===== src/design/assert_macros.svh =====
// Assertion macros used by stpg_ctrl.
`ifndef ASSERT_MACROS_SVH
`define ASSERT_MACROS_SVH
`ifndef SYNTH
`define CHK_IMPL(lbl, clk, rst_n, prop, msg) \
    lbl: assert property (@(posedge clk) disable iff (!rst_n) prop) else $error(msg);
`define CHK_NEXT(lbl, clk, rst_n, pre, post, msg) \
    lbl: assert property (@(posedge clk) disable iff (!rst_n) (pre) |=> (post)) else $error(msg);
`else
`define CHK_IMPL(lbl, clk, rst_n, prop, msg)
`define CHK_NEXT(lbl, clk, rst_n, pre, post, msg)
`endif
`endif


===== src/design/stpg_pkg.sv =====
`timescale 1ns / 1ps
package stpg_pkg;
    localparam int PHASE_FRACTION_BITS = 24;
    localparam int CORDIC_ITERATIONS = 16;
    localparam logic [15:0] LEN_RESET = 16'd10000;
    localparam logic [15:0] RAD_RESET = 16'd5000;
    localparam logic [15:0] SPD_RESET = 16'd1500;
    localparam logic [1:0] CFG_LEN = 2'd0;
    localparam logic [1:0] CFG_RAD = 2'd1;
    localparam logic [1:0] CFG_SPD = 2'd2;
    localparam logic [19:0] USEC_PER_SEC = 20'd1000000;
    localparam logic [17:0] PI_Q16 = 18'd205887;
    localparam logic signed [33:0] CORDIC_GAIN = 34'sd652032874;
    localparam logic [15:0] HEAD_BACK = 16'd32768;

    typedef struct packed {
        logic       load;
        logic       mul2;
        logic       div_init;
        logic       div_step;
        logic       div_first;
        logic       upd;
        logic       pos_init;
        logic       rot;
        logic       mulo;
        logic       fin;
        logic [5:0] idx;
    } t_cmd;

    typedef struct packed {
        logic out_valid;
    } t_sts;

    function automatic logic [31:0] atan_val(input logic [4:0] i);
        logic [31:0] v;
        case (i)
            5'd0: v = 32'd536870912;  5'd1: v = 32'd316933406;
            5'd2: v = 32'd167458907;  5'd3: v = 32'd85004756;
            5'd4: v = 32'd42667331;   5'd5: v = 32'd21354465;
            5'd6: v = 32'd10679838;   5'd7: v = 32'd5340245;
            5'd8: v = 32'd2670163;    5'd9: v = 32'd1335087;
            5'd10: v = 32'd667544;    5'd11: v = 32'd333772;
            5'd12: v = 32'd166886;    5'd13: v = 32'd83443;
            5'd14: v = 32'd41722;     5'd15: v = 32'd20861;
            5'd16: v = 32'd10430;     5'd17: v = 32'd5215;
            5'd18: v = 32'd2608;      5'd19: v = 32'd1304;
            5'd20: v = 32'd652;       5'd21: v = 32'd326;
            5'd22: v = 32'd163;       5'd23: v = 32'd81;
            default: v = 32'd0;
        endcase
        return v;
    endfunction
endpackage


===== src/design/stpg_ctrl.sv =====
`timescale 1ns / 1ps
`include "assert_macros.svh"
module stpg_ctrl #(
    parameter int PF = stpg_pkg::PHASE_FRACTION_BITS,
    parameter int CI = stpg_pkg::CORDIC_ITERATIONS
) (
    input  logic           i_clk,
    input  logic           i_rst_n,
    input  logic           i_in_valid,
    output logic           o_in_ready,
    input  logic           i_out_ready,
    input  stpg_pkg::t_sts i_sts,
    output stpg_pkg::t_cmd o_cmd
);
    localparam logic [3:0] S_IDLE = 4'd0;
    localparam logic [3:0] S_MUL  = 4'd1;
    localparam logic [3:0] S_CMP  = 4'd2;
    localparam logic [3:0] S_DIV  = 4'd3;
    localparam logic [3:0] S_UPD  = 4'd4;
    localparam logic [3:0] S_POS  = 4'd5;
    localparam logic [3:0] S_ROT  = 4'd6;
    localparam logic [3:0] S_MULO = 4'd7;
    localparam logic [3:0] S_FIN  = 4'd8;

    logic [3:0] r_state, n_state;
    logic [5:0] r_cnt, n_cnt;

    always_comb begin
        n_state = r_state;
        n_cnt = r_cnt;
        o_cmd = '0;
        o_cmd.idx = r_cnt;
        o_in_ready = 1'b0;
        unique case (r_state)
            S_IDLE: begin
                o_in_ready = 1'b1;
                if (i_in_valid) begin
                    o_cmd.load = 1'b1;
                    n_state = S_MUL;
                end
            end
            S_MUL: begin
                o_cmd.mul2 = 1'b1;
                n_state = S_CMP;
            end
            S_CMP: begin
                o_cmd.div_init = 1'b1;
                n_cnt = '0;
                n_state = S_DIV;
            end
            S_DIV: begin
                o_cmd.div_step = 1'b1;
                o_cmd.div_first = (r_cnt == 6'd0);
                n_cnt = r_cnt + 6'd1;
                if (r_cnt == 6'(PF)) n_state = S_UPD;
            end
            S_UPD: begin
                o_cmd.upd = 1'b1;
                n_state = S_POS;
            end
            S_POS: begin
                o_cmd.pos_init = 1'b1;
                n_cnt = '0;
                n_state = S_ROT;
            end
            S_ROT: begin
                o_cmd.rot = 1'b1;
                n_cnt = r_cnt + 6'd1;
                if (r_cnt == 6'(CI - 1)) n_state = S_MULO;
            end
            S_MULO: begin
                o_cmd.mulo = 1'b1;
                n_state = S_FIN;
            end
            S_FIN: begin
                if (!i_sts.out_valid || i_out_ready) begin
                    o_cmd.fin = 1'b1;
                    n_state = S_IDLE;
                end
            end
            default: n_state = S_IDLE;
        endcase
    end

    always_ff @(posedge i_clk) begin
        if (!i_rst_n) begin
            r_state <= S_IDLE;
            r_cnt <= '0;
        end else begin
            r_state <= n_state;
            r_cnt <= n_cnt;
        end
    end

    `CHK_IMPL(a_fin_free, i_clk, i_rst_n, o_cmd.fin |-> (!i_sts.out_valid || i_out_ready), "fin over busy output")
    `CHK_NEXT(a_busy_after, i_clk, i_rst_n, i_in_valid && o_in_ready, !o_in_ready, "ready after accept")
    `CHK_IMPL(a_one_cmd, i_clk, i_rst_n, $onehot0({o_cmd.load, o_cmd.mul2, o_cmd.div_init, o_cmd.div_step, o_cmd.upd, o_cmd.pos_init, o_cmd.rot, o_cmd.mulo, o_cmd.fin}), "overlapping commands")
endmodule


===== config.mk =====
export PLATFORM = sky130hd
export DESIGN_NAME = stpg_ctrl
export DESIGN_NICKNAME = d
export VERILOG_FILES = /design/src/design/stpg_pkg.sv /design/src/design/stpg_ctrl.sv
export VERILOG_INCLUDE_DIRS = /design/src /design/src/design
export SDC_FILE = /design/constraint.sdc
export NUM_CORES = 1
export LEC_CHECK = 0
export BUFFER_PORTS_ARGS = -buffer_cell sky130_fd_sc_hd__buf_2
export CELL_PAD_IN_SITES_DETAIL_PLACEMENT = 1
export CELL_PAD_IN_SITES_GLOBAL_PLACEMENT = 1
export CORE_MARGIN = 5
export CORE_UTILIZATION = 38
export DETAILED_ROUTE_END_ITERATION = 10
export PLACE_DENSITY = 0.82
export SYNTH_ARGS = -nofsm -noshare
export SYNTH_HDL_FRONTEND = slang
export SYNTH_SLANG_ARGS = --single-unit

===== constraint.sdc =====
create_clock -name i_clk -period 2.3 [get_ports i_clk]
set_input_delay 0.115 -clock i_clk [delete_from_list [all_inputs] [get_ports i_clk]]
set_output_delay 0.115 -clock i_clk [all_outputs]
set_load 0.005 [all_outputs]

Word level (Yosys, flattened, before mapping)
Index checks and enable logic that the tools add are counted.

Add/sub/neg operators: 1. Muxes and demuxes: 18. Reductions and logical operators: 8. Eq/ne operators: 14.

Operators with widths (count): one-hot mux 4 bit (9 select lines) (1); == test 4 x 3 -> 1 bit (second input constant) (4); 2-to-1 mux 4 bit (4); one-hot mux 6 bit (2 select lines) (1); 2-to-1 mux 1 bit (11); == test 4 x 2 -> 1 bit (second input constant) (2); inequality test 2 bit (second input constant) (4); adder 6 x 1 -> 6 bit (second input constant) (1); == test 6 x 4 -> 1 bit (second input constant) (1); == test 6 x 5 -> 1 bit (second input constant) (1); zero test 6 bit (1); == test 4 x 1 -> 1 bit (second input constant) (1); == test 4 bit (second input constant) (1); zero test 4 bit (1); AND reduction 4 bit (1); OR reduction 2 bit (2); 2-to-1 mux 2 bit (1); nonzero test 2 bit (1); zero test 1 bit (1); logical OR 1 bit (1).

Register bits after elaboration: 10. Word-level logic and storage cells: 43. Output and inout port bits: 17.

Depth between registers and ports, before layout
Gate-level depths: netlist (run 1).

Depth after elaboration: 4. Depth in mapped cells: 5. Gate-level depth less buffers: 5.

Least setup slack after synthesis (run 1)
OpenSTA, ideal clock, no wires.

Path type: register to register. Start point: register r_cnt[0]. End point: register r_state[2]. Arrival time: 1.471 ns. Path slack: 0.759 ns. Clock period less this slack: 1.541 ns. Cell stages (with the launch flop): 6. Cells stage by stage: dfxtp_1 > inv_1 > ha_1 > or3b_1 > or4_1 > a21oi_1.

Longest elaborated chain between the ends: 3. Elaborated cells between the ends (all ways): 5.

Ends and longest elaborated chain: start, declared (RTL line stpg_ctrl.sv:26) `logic [5:0] r_cnt, n_cnt;`; start signal, assigned (RTL line stpg_ctrl.sv:91) `r_cnt <= n_cnt;`; == test 6 x 4 -> 1 bit / == test 6 x 5 -> 1 bit (equally long branches) (RTL line stpg_ctrl.sv:69, stpg_ctrl.sv:55); inequality test 2 bit (no line); AND reduction 4 bit (no line) (*); end signal, assigned (RTL line stpg_ctrl.sv:90) `r_state <= n_state;`; end, declared (RTL line stpg_ctrl.sv:25) `logic [3:0] r_state, n_state;`.

Mark *: on every way between the ends. The rest lies on a longest branch, timed or not. A chain may end at the register's enable or synchronous reset.

==> key figures, run 1 <==
Timing
  – Clk_skew: 0.00455 ns
  – Worst slew pin tran: 0.582 ns
  – Fmax: 532 MHz
  – Setup Viol. Count Final: 0
  – Max-slew violation count: 0
  – Slew margin rel.: 0.611
  – Fin crit period: 1.88 ns
  – RSZ-0062 raised after global routing: no
  – Final setup TNS: 0 ns
  – Final period util: 0.817
  – Final hold vios: 0

Critical path
  – Worst R2R Start: r_cnt[0]
  – Worst setup path startpoint: r_cnt[0]
  – Setup crit end: o_cmd[11]
  – Worst endpoint data arrival time: 1.76 ns
  – Crit-path max FO: 6
  – CP endpoint kind: output port
  – Kind of critical path: flip-flop to output port
  – Crit path required time: 2.18 ns
  – R2R depth: 5
  – FF-to-FF End: r_state[2]
  – Reg2Reg Setup Slack: 0.60 ns
  – Critical path launch point type: flip-flop

Floorplan
  – DIE AREA: 2930 um^2
  – Starting density of the core: 0.389
  – Row count: 16
  – Core area: 1900 um^2
  – Die width: 54.2 um
  – Top Ports: 22
  – Chip Height: 54.2 um

Finish
  – Finished Layout Cells: 135
  – Diode count: 0
  – Layout cell share with drive strength beyond 1: 0.241
  – Final Cell Area: 867 um^2
  – Final core utilization: 0.456
  – Area Overhead vs Synth: 17.1%
  – Fillers: 262
  – Nets@finish: 117

Synthesis
  – Top FF cell, synth: dfxtp_1
  – Syn Inst Count: 92
  – Synth top area cells: dfxtp_1 27%, mux2i_1 5.4%, nand4b_1 4.7%
  – Largest area contributor in the netlist: dfxtp_1
  – Seq cells post-synth: 10
  – Syn_nets: 99
  – Number of distinct library cells after synthesis: 38
  – Post-synth EDFFs: 0
  – Share of the synthesized area in the top cell type: 0.270
  – Cell area after synthesis: 741 um^2
  – Syn Area/Cell: 8.05 um^2
  – Seq/Total Area, Yosys: 0.270
  – YS warnings: 0
  – Ys async rst share: 0

Placement
  – Gpl congestion: 0.795
  – DP Wirelength: 1520 um
  – Port Buffers: 21
  – Inst Count DP: 132
  – Placed Area: 845 um^2

Global routing
  – Global-route usage over all layers: 0.159
  – Total grt overflow: 0
  – Vias in the first global route: 730
  – Initial antenna violation count: 0
  – First-pass GRT wire length: 3330 um
  – Pin count of the biggest net entering global routing: 21

Route
  – DRC Markers: 0
  – Vias per inst: 5.70
  – Drt first pass iters: 4
  – WL final: 2070 um
  – Initial DRC Count: 12
  – Antenna viol nets, final: 0
  – Vias post-DR: 769
  – Wirelength per Cell: 15.3 um

Clock network
  – Clock Pin Slew Worst Setup and Hold Paths: 0.06 ns
  – Clk root buf: clkbuf_4
  – Clk sink count: 10
  – Num CTS Buffers: 3
  – Post_cts resized: 0
  – CTS Hold Buffers Added: 0
  – H-tree depth: 1
  – TritonCTS clock tree: done
  – Clk buf depth: 2
  – Setup Fix Bufs, Post-CTS: 0
  – Clk_lat worst skew: 0.27 ns

Min path
  – Worst min-delay path category: input port to flip-flop

Pwr
  – Leak: 0.000366 uW
  – Maximum VDD drop: 0.271 mV
  – Total chip power: 372 uW
  – Cell Pwr Density: 429 nW/um^2

Run status
  – Status: finished clean

Run
  – Max Cap Viol: 0
## worst max-delay path: stages (launching register included)
cell     delay [ns]
dfxtp_1        0.37
inv_1          0.11
ha_1           0.14
or3b_1         0.40
nor4b_1        0.32
buf_2          0.17
## how the worst min path moves through the flow
stage,from,to,slack [ns],depth (start not counted)
final,i_rst_n,r_state[3],0.20,2
after global routing,i_rst_n,r_state[3],0.19,2
after detailed placement,i_rst_n,r_state[3],0.48,2
after CTS,i_rst_n,r_state[3],0.20,2
after global placement,i_rst_n,r_state[3],0.47,2
after floorplan,i_rst_n,r_state[1],0.26,2
## metal layers
metal,wire length [um],global-route usage
met5,0,0
met4,16,0.0581
met3,85,0.0609
met2,1060,0.253
met1,911,0.192
## cells in the mapped netlist, drive strengths merged (3+ instances only)
cell type / number
nor3: 4
nand4b: 4
nor2: 3
clkbuf: 4
buf: 4
nand2b: 5
dfxtp: 10
a21oi: 3
mux2i: 4
nand2: 4
inv: 7
nand3: 3
a211oi: 3
nand4: 5
## registers in the layout (all words and copies together) (netlist names)
signal,flops
r_cnt,6
r_state,4
## layout make-up
cell class	count	area [um^2]	share of cell area
well taps	27	33.8	0.0390
flip-flops and latches	10	200	0.231
clock buffers	3	22.5	0.0260
multi-input cells	67	479	0.553
inverters	7	26.3	0.0303
repair buffers	21	105	0.121
## cell families after synthesis
group	share of synthesized area
AOI/OAI and AO/OA	0.191
adders and majority gates	0.0338
buffers and inverters	0.0828
DFF	0.270
muxes	0.0541
and+or+nand+nor	0.368
## power breakdown
part	internal, uW	switching, uW
combinational	30.2	32.5
sequential	178	12.6
clock	60.4	58.1
total	269	103
## stage by stage
stage | setup WS [ns] | hold slack (ns)
2_1_floorplan | 0.759 | 0.256
3_3_place_gp | 0.673 | 0.467
3_5_place_dp | 0.619 | 0.478
4_1_cts | 0.387 | 0.196
5_1_grt | 0.242 | 0.192
6_report | 0.421 | 0.197
## placed cells by master (no fill, tap or decap), drive strengths merged
cell and n:
buf 21, dfxtp 10, inv 7, nand2b 5, nand4 5, nor3 4
nand2 4, nand4b 4, mux2i 4, nor2 3, nand3 3, a21oi 3
a211oi 3, clkbuf 3, and2 2, o211ai 2, a211o 2, a21o 2
ha 2, nor4bb 1, nand4bb 1, or4b 1, and4bb 1, nor4 1
or3b 1, nor4b 1, nor2b 1, nand3b 1, a21bo 1, a2111oi 1
o21ai 1, a221oi 1, or3 1, o31a 1, o22ai 1, or4 1
and3 1, o21a 1
No activity file was read; power rests on OpenSTA's default activity.
==> run 2: changes to the inputs <==
--- a/config.mk
+++ b/config.mk
@@ -10,9 +10,9 @@
 export CELL_PAD_IN_SITES_DETAIL_PLACEMENT = 1
 export CELL_PAD_IN_SITES_GLOBAL_PLACEMENT = 1
 export CORE_MARGIN = 5
-export CORE_UTILIZATION = 38
+export CORE_UTILIZATION = 32
 export DETAILED_ROUTE_END_ITERATION = 10
-export PLACE_DENSITY = 0.82
+export PLACE_DENSITY = 0.74
 export SYNTH_ARGS = -nofsm -noshare
 export SYNTH_HDL_FRONTEND = slang
 export SYNTH_SLANG_ARGS = --single-unit
==> constraint.sdc (replaced) <==
create_clock -name i_clk -period 1.5 [get_ports i_clk]
set_input_delay 0.075 -clock i_clk [delete_from_list [all_inputs] [get_ports i_clk]]
set_output_delay 0.075 -clock i_clk [all_outputs]
set_load 0.005 [all_outputs]
==> run 2 against run 1 <==
Against the previous run:
- the run now ends with setup timing left
- non-clock buffer count up 15
- final area increased by 24%
- die area is 15% higher
- register-to-register slack worse by 0.62 ns
- clock power up 76%
==> key figures, run 2 (synthesis results as in run 1) <==
Placement
  – DP Wirelength: 1710 um
  – Placed Area: 956 um^2
  – Gpl congestion: 0.785
  – Port Buffers: 21
  – Setup slack at placement: 0.00841 ns

Clock network
  – Num CTS Buffers: 3
  – Clk root buf: clkbuf_4
  – TritonCTS clock tree: done
  – Clk sink count: 10
  – H-tree depth: 1
  – Clk buf depth: 2
  – Clk_lat worst skew: 0.28 ns
  – Clock Pin Slew Worst Setup and Hold Paths: 0.07 ns

Timing
  – Final hold vios: 0
  – Slew margin rel.: 0.777
  – Fmax: 626 MHz
  – Worst slew pin tran: 0.334 ns
  – Fin crit period: 1.60 ns
  – Final period util: 1.06
  – Max-slew violation count: 0
  – RSZ-0062 raised after global routing: yes
  – Post-route setup slack: -0.0968 ns
  – Setup Viol. Count Final: 2
  – Clk_skew: 0.00512 ns

Global routing
  – Total grt overflow: 0
  – Vias in the first global route: 895
  – First-pass GRT wire length: 4120 um
  – Initial antenna violation count: 0
  – Pin count of the biggest net entering global routing: 20
  – Global-route usage over all layers: 0.159

Critical path
  – R2R depth: 5
  – Reg2Reg Setup Slack: -0.02 ns
  – CP cell instances: inv_4 > ha_4 > or3b_4 > nor4b_4 > buf_2
  – Crit path largest cell delay: 0.39 ns
  – Critical path launch point type: flip-flop
  – Kind of critical path: flip-flop to output port
  – Worst endpoint data arrival time: 1.52 ns
  – Crit path max-delay cell type: or3b_4
  – CP endpoint kind: output port
  – Crit path required time: 1.42 ns
  – Delay-heaviest family, CP: simple AND/OR/NAND/NOR gates
  – Buffers plus inverters on the worst setup path: 2
  – FF-to-FF End: r_state[2]
  – Worst R2R Start: r_cnt[0]
  – Crit-path max FO: 3

Finish
  – Nets@finish: 132
  – Layout cell share with drive strength beyond 1: 0.460
  – Multi-input gate area in the final layout: 552 um^2
  – Final Cell Area: 1070 um^2
  – Largest registers: r_cnt: 6 flops, r_state: 4 flops
  – Final core utilization: 0.486
  – Fillers: 290
  – Most frequent cells in the layout: 21 x buf_2, 14 x buf_4, 5 x nand2b_1, 5 x nand4_1, 5 x dfxtp_1
  – Diode count: 0
  – Most common cell after layout, fill and taps aside: buf_2
  – Top reg by flops: r_cnt
  – Max FFs per register: 6
  – Reg area: 211 um^2
  – Area Overhead vs Synth: 45.1%

Floorplan
  – Chip Height: 58.1 um
  – Row count: 17
  – Core area: 2210 um^2
  – Die width: 58.1 um
  – Top Ports: 22
  – Starting density of the core: 0.335
  – DIE AREA: 3380 um^2

Pwr
  – Maximum VDD drop: 0.321 mV
  – Sw Pwr: 188 uW
  – Register share of total power: 0.442
  – Leak: 0.000457 uW
  – Comb power frac: 0.230
  – Cell Pwr Density: 592 nW/um^2
  – Cell-internal power: 449 uW
  – Clock share of power: 0.328
  – Net Sw Frac: 0.295

Route
  – DRC Markers: 0
  – Drt first pass iters: 3
  – Initial DRC Count: 8
  – Vias per inst: 5.52
  – Antenna viol nets, final: 0
  – WL final: 2430 um
  – Wirelength per Cell: 16.0 um
  – Vias post-DR: 839

Run status
  – Failing checks: setup timing
  – Status: finished with violations

Min path
  – Hold path cells: 2
  – WHS Endpoint: r_state[3]
  – Worst min-delay path category: input port to flip-flop
  – Hold Startpoint: i_rst_n

Run
  – Max Cap Viol: 0
[run 2: what timing repair did]
item                                    in CTS  in global routing
hold buffers                                 0                  0
pin swaps                                    4                  0
endpoints found under the setup margin       6                 10
gates resized for setup                     11                  9
buffers inserted                             1                  0
[run 2: worst max-delay path by stage]
stage / startpoint / to / slack [ns] / cells after the start
global route: r_cnt[0] / o_cmd[11] / -0.20 / 5
CTS: r_cnt[0] / o_cmd[11] / -0.10 / 5
detailed placement: r_cnt[0] / r_state[2] / 0.008 / 5
finish: r_cnt[0] / o_cmd[11] / -0.1 / 5
global placement: r_state[1] / r_cnt[5] / 0.02 / 4
floorplan: r_cnt[0] / r_state[2] / 0.04 / 5
[run 2: power by group through the flow]
stage / Combinational, uW / Clock [uW] / Sequential [uW]
floorplan: 75.6 / 0 / 286
global placement: 120 / 0 / 286
detailed placement: 123 / 0 / 287
CTS: 141 / 213 / 282
global route: 165 / 230 / 283
finish: 147 / 209 / 281
[run 2: per-stage QoR]
stage | hold WS (ns) | power, uW | TNS [ns] | std cells
2_1_floorplan | 0.216 | 361 | 0 | 92
3_3_place_gp | 0.440 | 406 | 0 | 147
3_5_place_dp | 0.441 | 411 | 0 | 147
4_1_cts | 0.151 | 636 | -0.100 | 152
5_1_grt | 0.173 | 677 | -0.389 | 152
6_report | 0.153 | 637 | -0.114 | 152
[run 2: area by class of cell]
type / instances / share of cell area
tap: 28 / 0.0326
clock buffer: 4 / 0.0244
inverter: 7 / 0.0268
multi-input combinational: 67 / 0.513
timing repair buffer: 36 / 0.206
sequential: 10 / 0.197
[run 2: routing by layer]
layer / part of all wire / GRT usage
met2: 0.51 / 0.287
met4: 0.018 / 0.0762
met5: 0 / 0
met3: 0.058 / 0.0423
met1: 0.41 / 0.169
==> run 3: changes to the inputs <==
--- a/config.mk
+++ b/config.mk
@@ -6,13 +6,14 @@
 export SDC_FILE = /design/constraint.sdc
 export NUM_CORES = 1
 export LEC_CHECK = 0
+export ABC_AREA = 1
 export BUFFER_PORTS_ARGS = -buffer_cell sky130_fd_sc_hd__buf_2
 export CELL_PAD_IN_SITES_DETAIL_PLACEMENT = 1
 export CELL_PAD_IN_SITES_GLOBAL_PLACEMENT = 1
 export CORE_MARGIN = 5
-export CORE_UTILIZATION = 32
+export CORE_UTILIZATION = 29
 export DETAILED_ROUTE_END_ITERATION = 10
-export PLACE_DENSITY = 0.74
+export PLACE_DENSITY = 0.73
 export SYNTH_ARGS = -nofsm -noshare
 export SYNTH_HDL_FRONTEND = slang
 export SYNTH_SLANG_ARGS = --single-unit
==> run 3 against run 2 <==
Against the previous run:
- the flow now finishes without violations
- maximum frequency rose by 12%
- global-route usage fell by 2.7 points
- clock skew fell by 0.00066 ns
- critical path type unchanged
- critical endpoint unchanged
- largest power group is now combinational cells
==> key figures, run 3 <==
Clock network
  – H-tree depth: 1
  – Clk_lat worst skew: 0.27 ns
  – Setup Fix Bufs, Post-CTS: 0
  – Num CTS Buffers: 3
  – Clock Pin Slew Worst Setup and Hold Paths: 0.06 ns
  – Clk sink count: 10
  – TritonCTS clock tree: done
  – Clk root buf: clkbuf_4
  – Clk buf depth: 2

Synthesis
  – Cell area after synthesis: 712 um^2
  – Synth Area in XOR/XNOR: 0.0369
  – Most common cell in the netlist: nand2_1
  – Synth Area in Compound Gates: 0.0879
  – Seq cells post-synth: 10
  – Synth top area cells: dfxtp_1 28%, nand2_1 15%, nor2_1 11%
  – Post-synthesis adder-cell area fraction: 0.0351
  – Syn Inst Count: 121
  – Simple-gate portion of the synthesized area: 0.434
  – Post-synth EDFFs: 0
  – Synth top cells by count: 28 x nand2_1, 20 x nor2_1, 19 x inv_1
  – Number of distinct library cells after synthesis: 20
  – Seq/Total Area, Yosys: 0.281
  – Ys async rst share: 0
  – Mux contribution to synthesized area: 0
  – Share of the synthesized area in the top cell type: 0.281
  – YS warnings: 0
  – Syn Area/Cell: 5.88 um^2
  – Syn_nets: 128
  – Top FF cell, synth: dfxtp_1
  – Largest area contributor in the netlist: dfxtp_1
  – Main combinational cell family by area after synthesis: simple AND/OR/NAND/NOR gates

Global routing
  – Total grt overflow: 0
  – Initial antenna violation count: 0
  – Vias in the first global route: 830
  – Met2 Use GR: 0.248
  – First-pass GRT wire length: 3570 um
  – Grt met3 use: 0.0174
  – Global-route usage over all layers: 0.132
  – Most Crowded Layer GR: met2
  – Pin count of the biggest net entering global routing: 9
  – GR Layer Usage met1: 0.146

Placement
  – Placed Area: 845 um^2
  – Gpl congestion: 0.768
  – Setup slack at placement: 0.225 ns
  – Port Buffers: 21
  – DP Wirelength: 1780 um

Timing
  – Final setup TNS: 0 ns
  – RSZ-0062 raised after global routing: yes
  – Fmax: 704 MHz
  – Setup Viol. Count Final: 0
  – Fin crit period: 1.42 ns
  – Clk_skew: 0.00446 ns
  – Final period util: 0.947
  – Worst slew pin tran: 0.285 ns
  – Slew margin rel.: 0.810
  – Post-route setup slack: 0.0791 ns
  – Final hold vios: 0
  – Max-slew violation count: 0

Min path
  – Hold path cells: 3
  – Worst min-delay path category: input port to flip-flop

Finish
  – Max FFs per register: 6
  – Top reg by flops: r_cnt
  – Final Cell Area: 873 um^2
  – Diode count: 0
  – Layout cell share with drive strength beyond 1: 0.224
  – Most frequent cells in the layout: 28 x nand2_1, 21 x buf_2, 20 x nor2_1
  – Nets@finish: 152
  – Most common cell after layout, fill and taps aside: nand2_1
  – Area Overhead vs Synth: 22.7%
  – Largest registers: r_cnt: 6 flops, r_state: 4 flops

Route
  – Initial DRC Count: 21
  – Wirelength per Cell: 12.7 um
  – Vias per inst: 4.82
  – WL final: 2190 um
  – Antenna viol nets, final: 0
  – Drt first pass iters: 4
  – DRC Markers: 0
  – Vias post-DR: 833

Critical path
  – Crit path largest cell delay: 0.37 ns
  – CP cell instances: nor2_2 > nand3_1 > nor3_1 > buf_2
  – Critical path launch point type: flip-flop
  – FF-to-FF End: r_state[2]
  – Kind of critical path: flip-flop to output port
  – Worst setup path startpoint: r_state[3]
  – Reg2Reg Setup Slack: 0.21 ns
  – Crit path required time: 1.42 ns
  – Worst R2R Start: r_cnt[0]
  – R2R depth: 9
  – Crit path max-delay cell type: dfxtp_1
  – Setup crit end: o_cmd[11]
  – Worst endpoint data arrival time: 1.35 ns
  – Crit-path max FO: 4
  – CP endpoint kind: output port

Floorplan
  – Top Ports: 22
  – Core area: 2410 um^2
  – DIE AREA: 3550 um^2
  – Starting density of the core: 0.295
  – Chip Height: 59.5 um
  – Row count: 18
  – Die width: 59.5 um

Run
  – Max Cap Viol: 0

Pwr
  – Maximum VDD drop: 0.578 mV
  – Cell Pwr Density: 1360 nW/um^2
  – Leak: 0.000462 uW

Run status
  – Status: finished clean
==> run 3: cell types whose count changed in the layout (fill, tap and decap cells not counted), moves of 5 or more <==
cell | previous run | this run
nand3_1 | 3 | 13
a21oi_1 | 2 | 9
dfxtp_1 | 5 | 10
buf_4 | 14 | 0
nand2_1 | 4 | 28
inv_1 | 4 | 19
nand2b_1 | 5 | 0
nor2_1 | 3 | 20
==> run 3: critical path, delay by kind of cell (launching register included) <==
kind | cells | cell delay (ns)
flops | 1 | 0.37
simple gates | 3 | 0.56
buf+inv | 1 | 0.14
==> run 3: where the power goes <==
part / total, uW / switching [uW] / leakage [uW] / internal [uW]
logic: 607 / 392 / 0.000366 / 215
clock network: 188 / 95.4 / 0.0000138 / 92.9
registers: 391 / 77.7 / 0.0000814 / 313
total: 1190 / 565 / 0.000462 / 621
==> run 3: layer usage <==
metal / up-vias / share of wire
li1: 421 / -
met5: - / 0
met1: 393 / 0.41
met4: 0 / 0.018
met2: 14 / 0.52
met3: 5 / 0.044
==> run 3: worst min path at each step <==
stage,start,to,slack [ns]
after floorplan,i_rst_n,r_state[0],0.22
after global placement,i_rst_n,r_state[0],0.37
after CTS,i_rst_n,r_state[0],0.1
after global routing,i_rst_n,r_state[1],0.12
after detailed placement,i_rst_n,r_state[1],0.38
final,i_rst_n,r_state[1],0.1
==> run 3: per-stage QoR <==
| step | hold slack (ns) | cells | total power (uW) | utilization |
|---|---|---|---|---|
| CTS | 0.0992 | 173 | 1190 | 0.360 |
| finish | 0.0953 | 173 | 1190 | 0.362 |
| global route | 0.116 | 173 | 1290 | 0.362 |
| detailed placement | 0.376 | 170 | 1000 | 0.350 |
| floorplan | 0.216 | 121 | 780 | - |
| global placement | 0.374 | 170 | 987 | 0.350 |
==> run 3: area by class of cell <==
class	count	area, um^2
fillers	335	1540
multi-input cells	88	429
flip-flops and latches	10	200
repair buffers	21	105
inverters	21	78.8
well taps	30	37.5
clock buffers	3	22.5
==> run 3: what timing repair did <==
action                                  in CTS  in global routing
endpoints found under the setup margin       0                  2
gates resized for setup                      0                  1
hold endpoints to repair                     0                  0
hold buffers                                 0                  0
==> run 3: cells by family (layout without fill, tap and decap cells) <==
| family | Yosys count | count (layout) |
|---|---|---|
| compound gates | 12 | 12 |
| xor+xnor | 3 | 3 |
| fa+ha+maj | 2 | 2 |
| buf+inv | 23 | 45 |
| flops | 10 | 10 |
| simple gates | 71 | 71 |
